**src/bglc_pkg.sv**
```systemverilog
package bglc_pkg;

   // Filter weight: new = old + (sample - old) / 2**FILTER_SHIFT
   localparam int unsigned FILTER_SHIFT_DEF = 2;

   // Field widths
   localparam int unsigned NOW_W      = 32;
   localparam int unsigned RAW_W      = 12;
   localparam int unsigned MV_W       = 23;
   localparam int unsigned PCT_W      = 7;
   localparam int unsigned COLOR_W    = 8;
   localparam int unsigned PERIOD_W   = 16;
   localparam int unsigned NOM_W      = 12;
   localparam int unsigned CSR_IDX_W  = 2;
   localparam int unsigned CSR_DATA_W = 16;

   // Serial divider sizing
   localparam int unsigned DIV_W     = 32;
   localparam int unsigned DIV_CNT_W = 5;
   localparam int unsigned DEN_W     = 12;
   localparam int unsigned EST_W     = 24;

   // Constant divisions by reciprocal: q = (n * ceil(2**32 / d)) >> 32,
   // exact for every n below 2**28
   localparam int unsigned RC_NUM_W  = 28;
   localparam int unsigned RECIP_W   = 29;
   localparam int unsigned RC_PROD_W = RC_NUM_W + RECIP_W;
   localparam int unsigned RC_SHIFT  = 32;

   // Register indexes
   localparam logic [CSR_IDX_W-1:0] CSR_ENABLE  = 2'd0;
   localparam logic [CSR_IDX_W-1:0] CSR_PERIOD  = 2'd1;
   localparam logic [CSR_IDX_W-1:0] CSR_NOMINAL = 2'd2;

   // Reset values
   localparam logic                RST_ENABLE    = 1'b1;
   localparam logic [PERIOD_W-1:0] RST_PERIOD    = 16'd10;
   localparam logic [NOM_W-1:0]    RST_NOMINAL   = 12'd1200;
   localparam logic [MV_W-1:0]     RST_FILTERED  = 23'd3300;
   localparam logic [PCT_W-1:0]    RST_CHARGE    = 7'd0;
   localparam logic [NOW_W-1:0]    RST_LAST_TIME = 32'd4294967285;

   // Estimate saturation
   localparam logic [MV_W-1:0] MV_MAX = 23'd8388607;

   // Voltage to charge curve breakpoints
   localparam logic [MV_W-1:0] MV_FULL     = 23'd4200;
   localparam logic [MV_W-1:0] MV_KNEE_HI  = 23'd3700;
   localparam logic [MV_W-1:0] MV_KNEE_MID = 23'd3500;
   localparam logic [MV_W-1:0] MV_KNEE_LO  = 23'd3300;
   localparam logic [MV_W-1:0] MV_EMPTY    = 23'd3000;

   // Segment divisors 25, 20, 10 and 30 as reciprocals
   localparam logic [RECIP_W-1:0] PCT_RECIP_HI  = 29'd171798692;
   localparam logic [RECIP_W-1:0] PCT_RECIP_MID = 29'd214748365;
   localparam logic [RECIP_W-1:0] PCT_RECIP_LO  = 29'd429496730;
   localparam logic [RECIP_W-1:0] PCT_RECIP_LOW = 29'd143165577;

   localparam logic [PCT_W-1:0] PCT_BASE_HI  = 7'd60;
   localparam logic [PCT_W-1:0] PCT_BASE_MID = 7'd30;
   localparam logic [PCT_W-1:0] PCT_BASE_LO  = 7'd10;
   localparam logic [PCT_W-1:0] PCT_BASE_LOW = 7'd0;

   // Color bands
   localparam logic [PCT_W-1:0] PCT_BLINK_MAX = 7'd15;
   localparam logic [PCT_W-1:0] PCT_SOLID_MAX = 7'd25;
   localparam logic [PCT_W-1:0] PCT_FADE_MAX  = 7'd50;
   localparam logic [PCT_W-1:0] PCT_FULL      = 7'd100;

   // Fade divisors 25 and 50, blink divisor 25 (400 ms = 16 * 25)
   localparam logic [RECIP_W-1:0] FADE_RECIP_LO = 29'd171798692;
   localparam logic [RECIP_W-1:0] FADE_RECIP_HI = 29'd85899346;
   localparam logic [RECIP_W-1:0] BLINK_RECIP   = 29'd171798692;

   localparam logic [COLOR_W-1:0] COLOR_FULL = 8'd255;

   // Quotient bits of the supply estimate division
   localparam logic [DIV_CNT_W-1:0] EST_COUNT = 5'd24;

   typedef struct packed {
      logic [NOW_W-1:0] now_ms;
      logic [RAW_W-1:0] vref_sample;
   } req_type;

   typedef struct packed {
      logic               frame_send;
      logic [COLOR_W-1:0] red;
      logic [COLOR_W-1:0] green;
      logic [COLOR_W-1:0] blue;
      logic               sampled;
      logic [MV_W-1:0]    supply_mv;
      logic [PCT_W-1:0]   charge_pct;
   } rsp_type;

   typedef enum logic [3:0] {
      ST_IDLE,
      ST_CHECK,
      ST_DIV_EST,
      ST_PERCENT,
      ST_DIV_PCT,
      ST_COLOR,
      ST_DIV_COLOR,
      ST_FINISH
   } state_type;

   typedef enum logic [1:0] {
      DIV_EST,
      DIV_PCT,
      DIV_BLINK,
      DIV_FADE
   } div_op_type;

   typedef enum logic [1:0] {
      CLASS_BLINK,
      CLASS_SOLID,
      CLASS_FADE
   } color_class_type;

   typedef struct packed {
      logic       load_item;
      logic       mark_sample;
      logic       div_start;
      div_op_type div_op;
      logic       update_filter;
      logic       set_pct_direct;
      logic       set_pct_div;
      logic       latch_color;
      logic       load_out;
   } cmd_type;

   typedef struct packed {
      logic            enabled;
      logic            due;
      logic            raw_zero;
      logic            div_done;
      logic            pct_direct;
      color_class_type color_class;
   } status_type;

endpackage

```
**src/bglc_div.sv**
```systemverilog
module bglc_div (
   input  logic                           clock,
   input  logic                           reset,
   input  logic                           start,
   input  logic [bglc_pkg::DIV_W-1:0]     dividend,
   input  logic [bglc_pkg::DEN_W-1:0]     divisor,
   input  logic [bglc_pkg::DIV_CNT_W-1:0] count,
   output logic                           done,
   output logic [bglc_pkg::DIV_W-1:0]     quotient
);
   import bglc_pkg::*;

   logic                 busy_ff, busy_in;
   logic                 done_ff, done_in;
   logic [DIV_CNT_W-1:0] cnt_ff, cnt_in;
   logic [DEN_W-1:0]     den_ff, den_in;
   logic [DEN_W-1:0]     rem_ff, rem_in;
   logic [DIV_W-1:0]     quo_ff, quo_in;
   logic [DEN_W:0]       rem_shift;
   logic                 fits;

   // One restoring step: bring down the next dividend bit, subtract if it fits
   assign rem_shift = {rem_ff, quo_ff[DIV_W-1]};
   assign fits      = rem_shift >= {1'b0, den_ff};

   always_comb begin
      busy_in = busy_ff;
      done_in = 1'b0;
      cnt_in  = cnt_ff;
      den_in  = den_ff;
      rem_in  = rem_ff;
      quo_in  = quo_ff;
      if (start) begin
         busy_in = 1'b1;
         cnt_in  = count;
         den_in  = divisor;
         rem_in  = '0;
         quo_in  = dividend;
      end else if (busy_ff) begin
         rem_in = fits ? DEN_W'(rem_shift - {1'b0, den_ff}) : rem_shift[DEN_W-1:0];
         quo_in = {quo_ff[DIV_W-2:0], fits};
         cnt_in = cnt_ff - 1'b1;
         if (cnt_ff == DIV_CNT_W'(1)) begin
            busy_in = 1'b0;
            done_in = 1'b1;
         end
      end
   end

   always_ff @(posedge clock) begin
      if (reset) begin
         busy_ff <= 1'b0;
         done_ff <= 1'b0;
         cnt_ff  <= '0;
      end else begin
         busy_ff <= busy_in;
         done_ff <= done_in;
         cnt_ff  <= cnt_in;
      end
      den_ff <= den_in;
      rem_ff <= rem_in;
      quo_ff <= quo_in;
   end

   assign done     = done_ff;
   assign quotient = quo_ff;

endmodule

```
**src/bglc_datapath.sv**
```systemverilog
module bglc_datapath #(
   parameter int unsigned FILTER_SHIFT = bglc_pkg::FILTER_SHIFT_DEF
) (
   input  logic                            clock,
   input  logic                            reset,
   input  logic                            csr_write,
   input  logic [bglc_pkg::CSR_IDX_W-1:0]  csr_index,
   input  logic [bglc_pkg::CSR_DATA_W-1:0] csr_data,
   input  bglc_pkg::req_type               req_data,
   input  bglc_pkg::cmd_type               cmd,
   output bglc_pkg::status_type            status,
   output bglc_pkg::rsp_type               rsp_data
);
   import bglc_pkg::*;

   localparam int unsigned ACC_W = MV_W + FILTER_SHIFT + 1;

   // Configuration
   logic                enable_ff, enable_in;
   logic [PERIOD_W-1:0] period_ff, period_in;
   logic [NOM_W-1:0]    nominal_ff, nominal_in;

   // Item and tracking state
   logic [NOW_W-1:0]    now_ff, now_in;
   logic [RAW_W-1:0]    raw_ff, raw_in;
   logic                sampled_ff, sampled_in;
   logic [NOW_W-1:0]    last_time_ff, last_time_in;
   logic [MV_W-1:0]     filtered_ff, filtered_in;
   logic [PCT_W-1:0]    charge_ff, charge_in;
   logic [COLOR_W-1:0]  color_q_ff, color_q_in;
   rsp_type             rsp_ff, rsp_in;

   // Divider hookup
   logic                 div_start;
   logic [DIV_W-1:0]     div_dividend;
   logic [DEN_W-1:0]     div_divisor;
   logic [DIV_CNT_W-1:0] div_count;
   logic                 div_done;
   logic [DIV_W-1:0]     div_quo;

   // Reciprocal multiplier for the constant divisions
   logic                 rc_start;
   logic [RC_NUM_W-1:0]  rc_num_sel;
   logic [RECIP_W-1:0]   rc_recip_sel;
   logic [RC_NUM_W-1:0]  rc_num_ff, rc_num_in;
   logic [RECIP_W-1:0]   rc_recip_ff, rc_recip_in;
   logic [RC_PROD_W-1:0] rc_prod;
   logic                 rc_busy_ff, rc_busy_in;
   logic                 rc_done_ff, rc_done_in;
   logic [COLOR_W-1:0]   rc_quo_ff, rc_quo_in;

   logic [EST_W-1:0]  est_num;
   logic [MV_W-1:0]   est_sat;
   logic [ACC_W-1:0]  f_ext;
   logic [ACC_W-1:0]  acc;
   logic [MV_W-1:0]   filt_new;

   logic [MV_W-1:0]    d_hi, d_mid, d_lo, d_low;
   logic [9:0]         pct_num;
   logic [RECIP_W-1:0] pct_recip;
   logic [PCT_W-1:0]   pct_base;
   logic               pct_full;

   color_class_type    color_class;
   logic [PCT_W-1:0]   fade_x;
   logic [13:0]        fade_num;
   logic [RECIP_W-1:0] fade_recip;
   logic [NOW_W-1:0]   elapsed;

   // Supply estimate numerator: nominal * 4095
   assign est_num = {nominal_ff, 12'd0} - {12'd0, nominal_ff};

   // Saturate the quotient and run the IIR filter
   assign est_sat  = div_quo[MV_W] ? MV_MAX : div_quo[MV_W-1:0];
   assign f_ext    = ACC_W'(filtered_ff);
   assign acc      = (f_ext << FILTER_SHIFT) - f_ext + ACC_W'(est_sat);
   assign filt_new = acc[FILTER_SHIFT +: MV_W];

   // Pick the charge curve segment
   assign d_hi  = filtered_ff - MV_KNEE_HI;
   assign d_mid = filtered_ff - MV_KNEE_MID;
   assign d_lo  = filtered_ff - MV_KNEE_LO;
   assign d_low = filtered_ff - MV_EMPTY;
   assign pct_full = filtered_ff >= MV_FULL;

   always_comb begin
      if (filtered_ff > MV_KNEE_HI) begin
         pct_num   = {d_hi[8:0], 1'b0};
         pct_recip = PCT_RECIP_HI;
         pct_base  = PCT_BASE_HI;
      end else if (filtered_ff > MV_KNEE_MID) begin
         pct_num   = {d_mid[8:0], 1'b0} + {1'b0, d_mid[8:0]};
         pct_recip = PCT_RECIP_MID;
         pct_base  = PCT_BASE_MID;
      end else if (filtered_ff > MV_KNEE_LO) begin
         pct_num   = {1'b0, d_lo[8:0]};
         pct_recip = PCT_RECIP_LO;
         pct_base  = PCT_BASE_LO;
      end else begin
         pct_num   = {1'b0, d_low[8:0]};
         pct_recip = PCT_RECIP_LOW;
         pct_base  = PCT_BASE_LOW;
      end
   end

   // Classify the color band and set up the fade ratio
   always_comb begin
      if (charge_ff <= PCT_BLINK_MAX) begin
         color_class = CLASS_BLINK;
      end else if (charge_ff <= PCT_SOLID_MAX) begin
         color_class = CLASS_SOLID;
      end else begin
         color_class = CLASS_FADE;
      end
      if (charge_ff <= PCT_FADE_MAX) begin
         fade_x     = charge_ff - PCT_SOLID_MAX;
         fade_recip = FADE_RECIP_LO;
      end else begin
         fade_x     = PCT_FULL - charge_ff;
         fade_recip = FADE_RECIP_HI;
      end
      fade_num = {fade_x[5:0], 8'd0} - {8'd0, fade_x[5:0]};
   end

   // Serial divider only handles the supply estimate
   assign div_start    = cmd.div_start && (cmd.div_op == DIV_EST);
   assign div_dividend = {est_num, 8'd0};
   assign div_divisor  = raw_ff;
   assign div_count    = EST_COUNT;

   bglc_div u_div (
      .clock    (clock),
      .reset    (reset),
      .start    (div_start),
      .dividend (div_dividend),
      .divisor  (div_divisor),
      .count    (div_count),
      .done     (div_done),
      .quotient (div_quo)
   );

   // Steer reciprocal multiplier operands
   assign rc_start = cmd.div_start && (cmd.div_op != DIV_EST);

   always_comb begin
      case (cmd.div_op)
         DIV_PCT: begin
            rc_num_sel   = RC_NUM_W'(pct_num);
            rc_recip_sel = pct_recip;
         end
         DIV_BLINK: begin
            // 400 ms phase count: (now / 16) / 25
            rc_num_sel   = now_ff[NOW_W-1:4];
            rc_recip_sel = BLINK_RECIP;
         end
         DIV_FADE: begin
            rc_num_sel   = RC_NUM_W'(fade_num);
            rc_recip_sel = fade_recip;
         end
         default: begin
            rc_num_sel   = '0;
            rc_recip_sel = '0;
         end
      endcase
   end

   // Latch operands, then multiply and keep the low quotient bits
   assign rc_prod = RC_PROD_W'(rc_num_ff) * RC_PROD_W'(rc_recip_ff);

   always_comb begin
      rc_num_in   = rc_num_ff;
      rc_recip_in = rc_recip_ff;
      rc_quo_in   = rc_quo_ff;
      rc_busy_in  = 1'b0;
      rc_done_in  = 1'b0;
      if (rc_start) begin
         rc_num_in   = rc_num_sel;
         rc_recip_in = rc_recip_sel;
         rc_busy_in  = 1'b1;
      end
      if (rc_busy_ff) begin
         rc_quo_in  = rc_prod[RC_SHIFT +: COLOR_W];
         rc_done_in = 1'b1;
      end
   end

   // Report status to the controller
   assign elapsed = now_ff - last_time_ff;

   always_comb begin
      status.enabled     = enable_ff;
      status.due         = elapsed >= {16'd0, period_ff};
      status.raw_zero    = raw_ff == '0;
      status.div_done    = div_done || rc_done_ff;
      status.pct_direct  = pct_full || (filtered_ff <= MV_EMPTY);
      status.color_class = color_class;
   end

   // Register updates
   always_comb begin
      enable_in    = enable_ff;
      period_in    = period_ff;
      nominal_in   = nominal_ff;
      now_in       = now_ff;
      raw_in       = raw_ff;
      sampled_in   = sampled_ff;
      last_time_in = last_time_ff;
      filtered_in  = filtered_ff;
      charge_in    = charge_ff;
      color_q_in   = color_q_ff;
      rsp_in       = rsp_ff;

      if (csr_write) begin
         case (csr_index)
            CSR_ENABLE:  enable_in  = csr_data[0];
            CSR_PERIOD:  period_in  = csr_data[PERIOD_W-1:0];
            CSR_NOMINAL: nominal_in = csr_data[NOM_W-1:0];
            default:     ;
         endcase
      end

      if (cmd.load_item) begin
         now_in     = req_data.now_ms;
         raw_in     = req_data.vref_sample;
         sampled_in = 1'b0;
      end
      if (cmd.mark_sample) begin
         sampled_in   = 1'b1;
         last_time_in = now_ff;
      end
      if (cmd.update_filter) begin
         filtered_in = filt_new;
      end
      if (cmd.set_pct_direct) begin
         charge_in = pct_full ? PCT_FULL : '0;
      end
      if (cmd.set_pct_div) begin
         charge_in = pct_base + rc_quo_ff[PCT_W-1:0];
      end
      if (cmd.latch_color) begin
         color_q_in = rc_quo_ff;
      end

      // Build the outgoing frame
      if (cmd.load_out) begin
         rsp_in.frame_send = enable_ff;
         rsp_in.red        = '0;
         rsp_in.green      = '0;
         rsp_in.blue       = '0;
         rsp_in.sampled    = sampled_ff;
         rsp_in.supply_mv  = filtered_ff;
         rsp_in.charge_pct = charge_ff;
         if (enable_ff) begin
            case (color_class)
               CLASS_BLINK: begin
                  rsp_in.red = color_q_ff[0] ? '0 : COLOR_FULL;
               end
               CLASS_SOLID: begin
                  rsp_in.red = COLOR_FULL;
               end
               CLASS_FADE: begin
                  if (charge_ff <= PCT_FADE_MAX) begin
                     rsp_in.red   = COLOR_FULL;
                     rsp_in.green = color_q_ff;
                  end else begin
                     rsp_in.red   = color_q_ff;
                     rsp_in.green = COLOR_FULL;
                  end
               end
               default: ;
            endcase
         end
      end
   end

   always_ff @(posedge clock) begin
      if (reset) begin
         enable_ff    <= RST_ENABLE;
         period_ff    <= RST_PERIOD;
         nominal_ff   <= RST_NOMINAL;
         last_time_ff <= RST_LAST_TIME;
         filtered_ff  <= RST_FILTERED;
         charge_ff    <= RST_CHARGE;
         rc_busy_ff   <= 1'b0;
         rc_done_ff   <= 1'b0;
      end else begin
         enable_ff    <= enable_in;
         period_ff    <= period_in;
         nominal_ff   <= nominal_in;
         last_time_ff <= last_time_in;
         filtered_ff  <= filtered_in;
         charge_ff    <= charge_in;
         rc_busy_ff   <= rc_busy_in;
         rc_done_ff   <= rc_done_in;
      end
      now_ff      <= now_in;
      raw_ff      <= raw_in;
      sampled_ff  <= sampled_in;
      color_q_ff  <= color_q_in;
      rsp_ff      <= rsp_in;
      rc_num_ff   <= rc_num_in;
      rc_recip_ff <= rc_recip_in;
      rc_quo_ff   <= rc_quo_in;
   end

   assign rsp_data = rsp_ff;

endmodule

```
**src/bglc_ctrl.sv**
```systemverilog
module bglc_ctrl (
   input  logic                 clock,
   input  logic                 reset,
   input  logic                 req_valid,
   output logic                 req_ready,
   output logic                 rsp_valid,
   input  logic                 rsp_ready,
   input  bglc_pkg::status_type status,
   output bglc_pkg::cmd_type    cmd
);
   import bglc_pkg::*;

   state_type state_ff, state_in;
   logic      rsp_valid_ff, rsp_valid_in;
   logic      out_free;

   assign out_free = !rsp_valid_ff || rsp_ready;

   // Next state
   always_comb begin
      state_in = state_ff;
      case (state_ff)
         ST_IDLE: begin
            if (req_valid) state_in = ST_CHECK;
         end
         ST_CHECK: begin
            if (!status.enabled) begin
               state_in = ST_FINISH;
            end else if (status.due && !status.raw_zero) begin
               state_in = ST_DIV_EST;
            end else begin
               state_in = ST_COLOR;
            end
         end
         ST_DIV_EST: begin
            if (status.div_done) state_in = ST_PERCENT;
         end
         ST_PERCENT: begin
            state_in = status.pct_direct ? ST_COLOR : ST_DIV_PCT;
         end
         ST_DIV_PCT: begin
            if (status.div_done) state_in = ST_COLOR;
         end
         ST_COLOR: begin
            state_in = (status.color_class == CLASS_SOLID) ? ST_FINISH : ST_DIV_COLOR;
         end
         ST_DIV_COLOR: begin
            if (status.div_done) state_in = ST_FINISH;
         end
         ST_FINISH: begin
            if (out_free) state_in = ST_IDLE;
         end
         default: state_in = ST_IDLE;
      endcase
   end

   // Commands
   always_comb begin
      cmd       = '0;
      cmd.div_op = DIV_EST;
      req_ready = 1'b0;
      case (state_ff)
         ST_IDLE: begin
            req_ready     = 1'b1;
            cmd.load_item = req_valid;
         end
         ST_CHECK: begin
            cmd.mark_sample = status.enabled && status.due;
            cmd.div_start   = status.enabled && status.due && !status.raw_zero;
         end
         ST_DIV_EST: begin
            cmd.update_filter = status.div_done;
         end
         ST_PERCENT: begin
            cmd.set_pct_direct = status.pct_direct;
            cmd.div_start      = !status.pct_direct;
            cmd.div_op         = DIV_PCT;
         end
         ST_DIV_PCT: begin
            cmd.set_pct_div = status.div_done;
         end
         ST_COLOR: begin
            cmd.div_start = status.color_class != CLASS_SOLID;
            cmd.div_op    = (status.color_class == CLASS_BLINK) ? DIV_BLINK : DIV_FADE;
         end
         ST_DIV_COLOR: begin
            cmd.latch_color = status.div_done;
         end
         ST_FINISH: begin
            cmd.load_out = out_free;
         end
         default: ;
      endcase
   end

   // Hold the result until the consumer takes it
   assign rsp_valid_in = cmd.load_out || (rsp_valid_ff && !rsp_ready);

   always_ff @(posedge clock) begin
      if (reset) begin
         state_ff     <= ST_IDLE;
         rsp_valid_ff <= 1'b0;
      end else begin
         state_ff     <= state_in;
         rsp_valid_ff <= rsp_valid_in;
      end
   end

   assign rsp_valid = rsp_valid_ff;

endmodule

```
**src/battery_gauge_led_color.sv**
```systemverilog
// Flow: a due, nonzero sample runs a 24-step restoring division for the supply
//   estimate, then the charge and the blink or fade level each take a reciprocal
//   multiplication before rsp_valid rises.
// Items: one item is worked on at a time; the output register lets the next
//   item enter while the previous result waits, and a waiting result stalls the next.
// Reset: synchronous, active high; restores registers and filter state, no clear pass.
module battery_gauge_led_color #(
   parameter int unsigned FILTER_SHIFT = bglc_pkg::FILTER_SHIFT_DEF
) (
   input  logic                            clock,
   input  logic                            reset,
   input  logic                            req_valid,
   output logic                            req_ready,
   input  bglc_pkg::req_type               req_data,
   output logic                            rsp_valid,
   input  logic                            rsp_ready,
   output bglc_pkg::rsp_type               rsp_data,
   input  logic                            csr_valid,
   output logic                            csr_ready,
   input  logic [bglc_pkg::CSR_IDX_W-1:0]  csr_index,
   input  logic [bglc_pkg::CSR_DATA_W-1:0] csr_data
);
   import bglc_pkg::*;

   cmd_type    cmd;
   status_type status;

   // Register writes are always taken
   assign csr_ready = 1'b1;

   bglc_ctrl u_ctrl (
      .clock     (clock),
      .reset     (reset),
      .req_valid (req_valid),
      .req_ready (req_ready),
      .rsp_valid (rsp_valid),
      .rsp_ready (rsp_ready),
      .status    (status),
      .cmd       (cmd)
   );

   bglc_datapath #(
      .FILTER_SHIFT (FILTER_SHIFT)
   ) u_datapath (
      .clock     (clock),
      .reset     (reset),
      .csr_write (csr_valid && csr_ready),
      .csr_index (csr_index),
      .csr_data  (csr_data),
      .req_data  (req_data),
      .cmd       (cmd),
      .status    (status),
      .rsp_data  (rsp_data)
   );

endmodule

```
**config.mk**
```make
export PLATFORM = sky130hd
export DESIGN_NAME = battery_gauge_led_color
export DESIGN_NICKNAME = d
export VERILOG_FILES = /design/src/bglc_pkg.sv /design/src/bglc_div.sv /design/src/bglc_datapath.sv /design/src/bglc_ctrl.sv /design/src/battery_gauge_led_color.sv
export SDC_FILE = /design/constraint.sdc
export NUM_CORES = 2
export LEC_CHECK = 0
export ABC_CLOCK_PERIOD_IN_PS = 8150
export BUFFER_PORTS_ARGS = -buffer_cell sky130_fd_sc_hd__buf_2
export CAP_MARGIN = 20
export CORE_UTILIZATION = 55
export CTS_CLUSTER_SIZE = 14
export DETAILED_ROUTE_END_ITERATION = 10
export GPL_ROUTABILITY_DRIVEN = 0
export PLACE_DENSITY = 0.73
export SYNTH_ARGS = -nofsm -noshare
export SYNTH_HDL_FRONTEND = slang
export SYNTH_HIERARCHICAL = 1
export SYNTH_SLANG_ARGS = --single-unit
```
**constraint.sdc**
```tcl
create_clock -name clock -period 8.15 [get_ports clock]
set_input_delay 2.0375 -clock clock [delete_from_list [all_inputs] [get_ports clock]]
set_output_delay 2.0375 -clock clock [all_outputs]
set_load 0.02 [all_outputs]
```
==> out/metrics.csv <==
stage,metric,value,unit
setup_path,CP Depth,23,
synth,"flops & latches, synth",313,
global_route,Overall Global Routing Usage,28.6,%
routing,ANT nets after route,0,
synth,"Top FF cell, synth",edfxtp_1,
synth,ys async rst share,0,%
setup_path,Critical Path RT,8.48,ns
routing,DR pass1 iterations,7,
synth,number of enable flip-flop cells after synthesis,196,
synth,Mapped Area,0.0361,sq mm
timing,Setup TNS,0,ns
floorplanning,# IOs,126,
floorplanning,Die ar.,0.0668,sq mm
floorplanning,Die Width,258,um
global_route,largest net degree at the start of global routing,66,
setup_path,crit path capture type,flop,
floorplanning,height of the die,258,um
setup_path,critical path peak fanout,16,
setup_path,"delay-heaviest family, CP",adder cells,
timing,unrepaired setup endpoints after global routing,false,
timing,actual slew at the worst max-slew pin,0.936,ns
min_path,Hold Path Stages,0,
cts,hold_buf cts,0,
cts,clock slew at reported path FFs,0.07,ns
timing,"Slew Viols, Final",0,
setup_path,Buf/Inv on CP,4,
cts,CTS Buf Count,31,
cells_and_area,n_diodes,0,
cts,Max clock buf depth,3,
cts,Resize count post-CTS,0,
cells_and_area,Fillers,5557,
setup_path,CP Launch Type,flop,
cts,Root Driver,clkbuf_16,
setup_path,Reg2Reg Depth,23,
routing,drt wl/cell,19.7,um
timing,f_max,0.128,GHz
synth,dominant cells by area after synthesis,"fa_1 (30%), edfxtp_1 (16%), ha_1 (9.4%)",
synth,most frequent cell after synthesis,inv_1,
setup_path,"slowest stage delay, CP",0.82,ns
routing,Remaining DRCs,0,
place,hpwl dp,77.3,mm
cells_and_area,Area growth syn-to-layout,7.45,%
cts,clk sinks,313,
place,Placement Cell Area,0.0377,sq mm
synth,Syn Inst Count,3782,
setup_path,CP max-delay cell,edfxtp_1,
cells_and_area,fraction of layout cells with a size suffix above 1,8.16,%
setup_path,Worst path most repeated cell,fa_1,
synth,Ys Warns,6,
status,status,"finished, final reports clean",
synth,share of the synthesized area in the top cell type,30.1,%
setup_path,"Arr. time, crit path",8.14,ns
synth,"area leader, netlist",fa_1,
timing,final period utilization,95.8,%
timing,post-route minimum period,7.81,ns
timing,Final setup viols,0,
cts,clk_lat worst skew,0.59,ns
floorplanning,Initial Util,55.9,%
routing,Iteration-0 DRC Markers,2164,
routing,vias per inst,5.52,
timing,final hold violations,0,
synth,distinct cell type count of the synthesized netlist,91,
global_route,number of antenna violations at the first check in global routing,0,
synth,average size of a mapped cell,9.56,sq um
setup_path,kind of critical path,reg -> reg,
routing,routed wire length,93.1,mm
place,dpl ws,0.428,ns
cells_and_area,post-route cell area,0.0388,sq mm
timing,Fin Clk Skew,0.0177,ns
timing,Rel. slew slack,37.2,%
cts,CTS tree,yes,
floorplanning,Core ar.,0.0647,sq mm
min_path,Hold Crit Class,reg -> reg,
synth,Post-synth top cells,"inv_1 (867), fa_1 (543), nand2_1 (367)",
flow_run,number of max-cap violations,0,
cts,H-tree depth,1,
global_route,Overflow after GRT,0,
place,PortBufs,116,
cts,setup bufs post-CTS,0,
routing,via count,26200,
cells_and_area,Layout Nets,4743,
synth,"Seq/Total Area, Yosys",22.8,%
timing,setup slack after layout,0.339,ns
global_route,number of global-route vias before repair,26900,
global_route,global-route wire length before repair,148,mm
floorplanning,Site Rows,93,
timing,Hold WS,0.433,ns
setup_path,CP Cell Sequence,and2_1 > inv_1 > fa_1 > fa_1 > inv_1 > fa_1 > fa_1 > fa_1 > fa_1 > inv_1 > fa_1 > inv_1 > ha_1 > a21o_1 > a21oi_1 > a2bb2oi_1 > a21oi_1 > or3_1 > o211ai_1 > a21boi_1 > o21a_1 > o41ai_1 > xnor2_1,
==> sequential cells by signal (all words and copies together) (netlist names), 3 cells and up <==
register                   count
u_datapath/rc_recip_ff        16
u_datapath/period_ff          16
u_datapath/u_div/den_ff       12
u_datapath/color_q_ff          8
u_datapath/rc_num_ff          28
u_datapath/charge_ff           7
u_datapath/u_div/rem_ff       12
u_datapath/rc_quo_ff           8
u_datapath/div_divisor        12
u_datapath/last_time_ff       32
u_datapath/u_div/cnt_ff        5
u_datapath/filtered_ff        23
u_datapath/now_ff             32
u_datapath/u_div/quotient     32
u_datapath/nominal_ff         12
u_datapath/rsp_data           48
u_ctrl/state_ff                3
==> worst paths after layout <==
kind                              start  slack, ns                 endpoint
max          u_datapath/rc_recip_ff[20]       0.34  u_datapath/rc_quo_ff[7]
min               u_datapath/sampled_ff       0.43  u_datapath/rsp_data[30]
max reg2reg  u_datapath/rc_recip_ff[20]       0.34  u_datapath/rc_quo_ff[7]
min reg2reg       u_datapath/sampled_ff       0.43  u_datapath/rsp_data[30]
==> per-stage QoR <==
step,cells,utilization (%)
finish,4740,60.0
global route,4740,60.0
CTS,4739,60.0
detailed placement,4681,58.3
global placement,4680,58.3
floorplan,3801,-
==> kinds of logic after synthesis <==
| logic type | share of synthesized area, % |
|---|---|
| buffers and inverters | 10.8 |
| AND/OR/NAND/NOR | 13.6 |
| adder cells (fa/ha/maj) | 39.5 |
| AO/OA/AOI/OAI | 8.39 |
| flip-flops | 22.8 |
| XOR/XNOR | 3.03 |
| multiplexers | 1.90 |
| other | 0.0311 |
==> worst register-to-register path: stages, from the launching register on <==
cell and delay, ns:
edfxtp_1 0.82, and2_1 0.28, inv_1 0.07, fa_1 0.53
fa_1 0.51, inv_1 0.05, fa_1 0.52, fa_1 0.47
fa_1 0.52, fa_1 0.55, inv_1 0.06, fa_1 0.53
inv_1 0.04, ha_1 0.30, a21o_1 0.16, a21oi_1 0.25
a2bb2oi_1 0.25, a21oi_1 0.16, or3_1 0.34, o211ai_1 0.25
a21boi_1 0.15, o21a_1 0.23, o41ai_1 0.37, xnor2_1 0.11
==> cell usage in the layout (no fill, tap or decap), types with 22 or more instances in the layout <==
master / synthesis / layout
a21o_1: 32 / 32
a21oi_1: 118 / 116
and2_1: 253 / 251
buf_2: 10 / 116
buf_4: 11 / 56
clkbuf_16: 0 / 31
conb_1: 3 / 22
dfxtp_1: 117 / 117
edfxtp_1: 196 / 196
fa_1: 543 / 543
ha_1: 273 / 273
inv_1: 867 / 867
mux2_2: 33 / 33
mux2i_1: 29 / 29
nand2_1: 367 / 367
nand2b_1: 24 / 24
nand3_1: 30 / 30
nor2_1: 143 / 142
nor3_1: 48 / 48
o211ai_1: 42 / 42
o21a_1: 35 / 35
o21ai_0: 54 / 54
or2_2: 32 / 32
xnor2_1: 98 / 98
xor2_1: 27 / 27
==> layer usage <==
metal	share of wire (%)	global-route usage (%)	wire, um	vias to the layer above
li1	-	-	-	12000
met1	41	38.5	37900	12800
met2	47	46.9	43600	1156
met3	9.0	5.27	8350	200
met4	3.6	9.17	3320	0
met5	0	0	0	-
==> cell type report <==
class	count	area [sq um]	area share [%]
multi-input combinational	2467	24100	62.1
clock inverter	22	304	0.783
timing repair buffer	174	1030	2.66
inverter	873	3280	8.44
tap	855	1070	2.75
clock buffer	36	805	2.07
sequential	313	8230	21.2
Power is left out: the tool's default activity adds up to more than one toggle a clock period on the data nets, which glitch-free logic cannot reach.
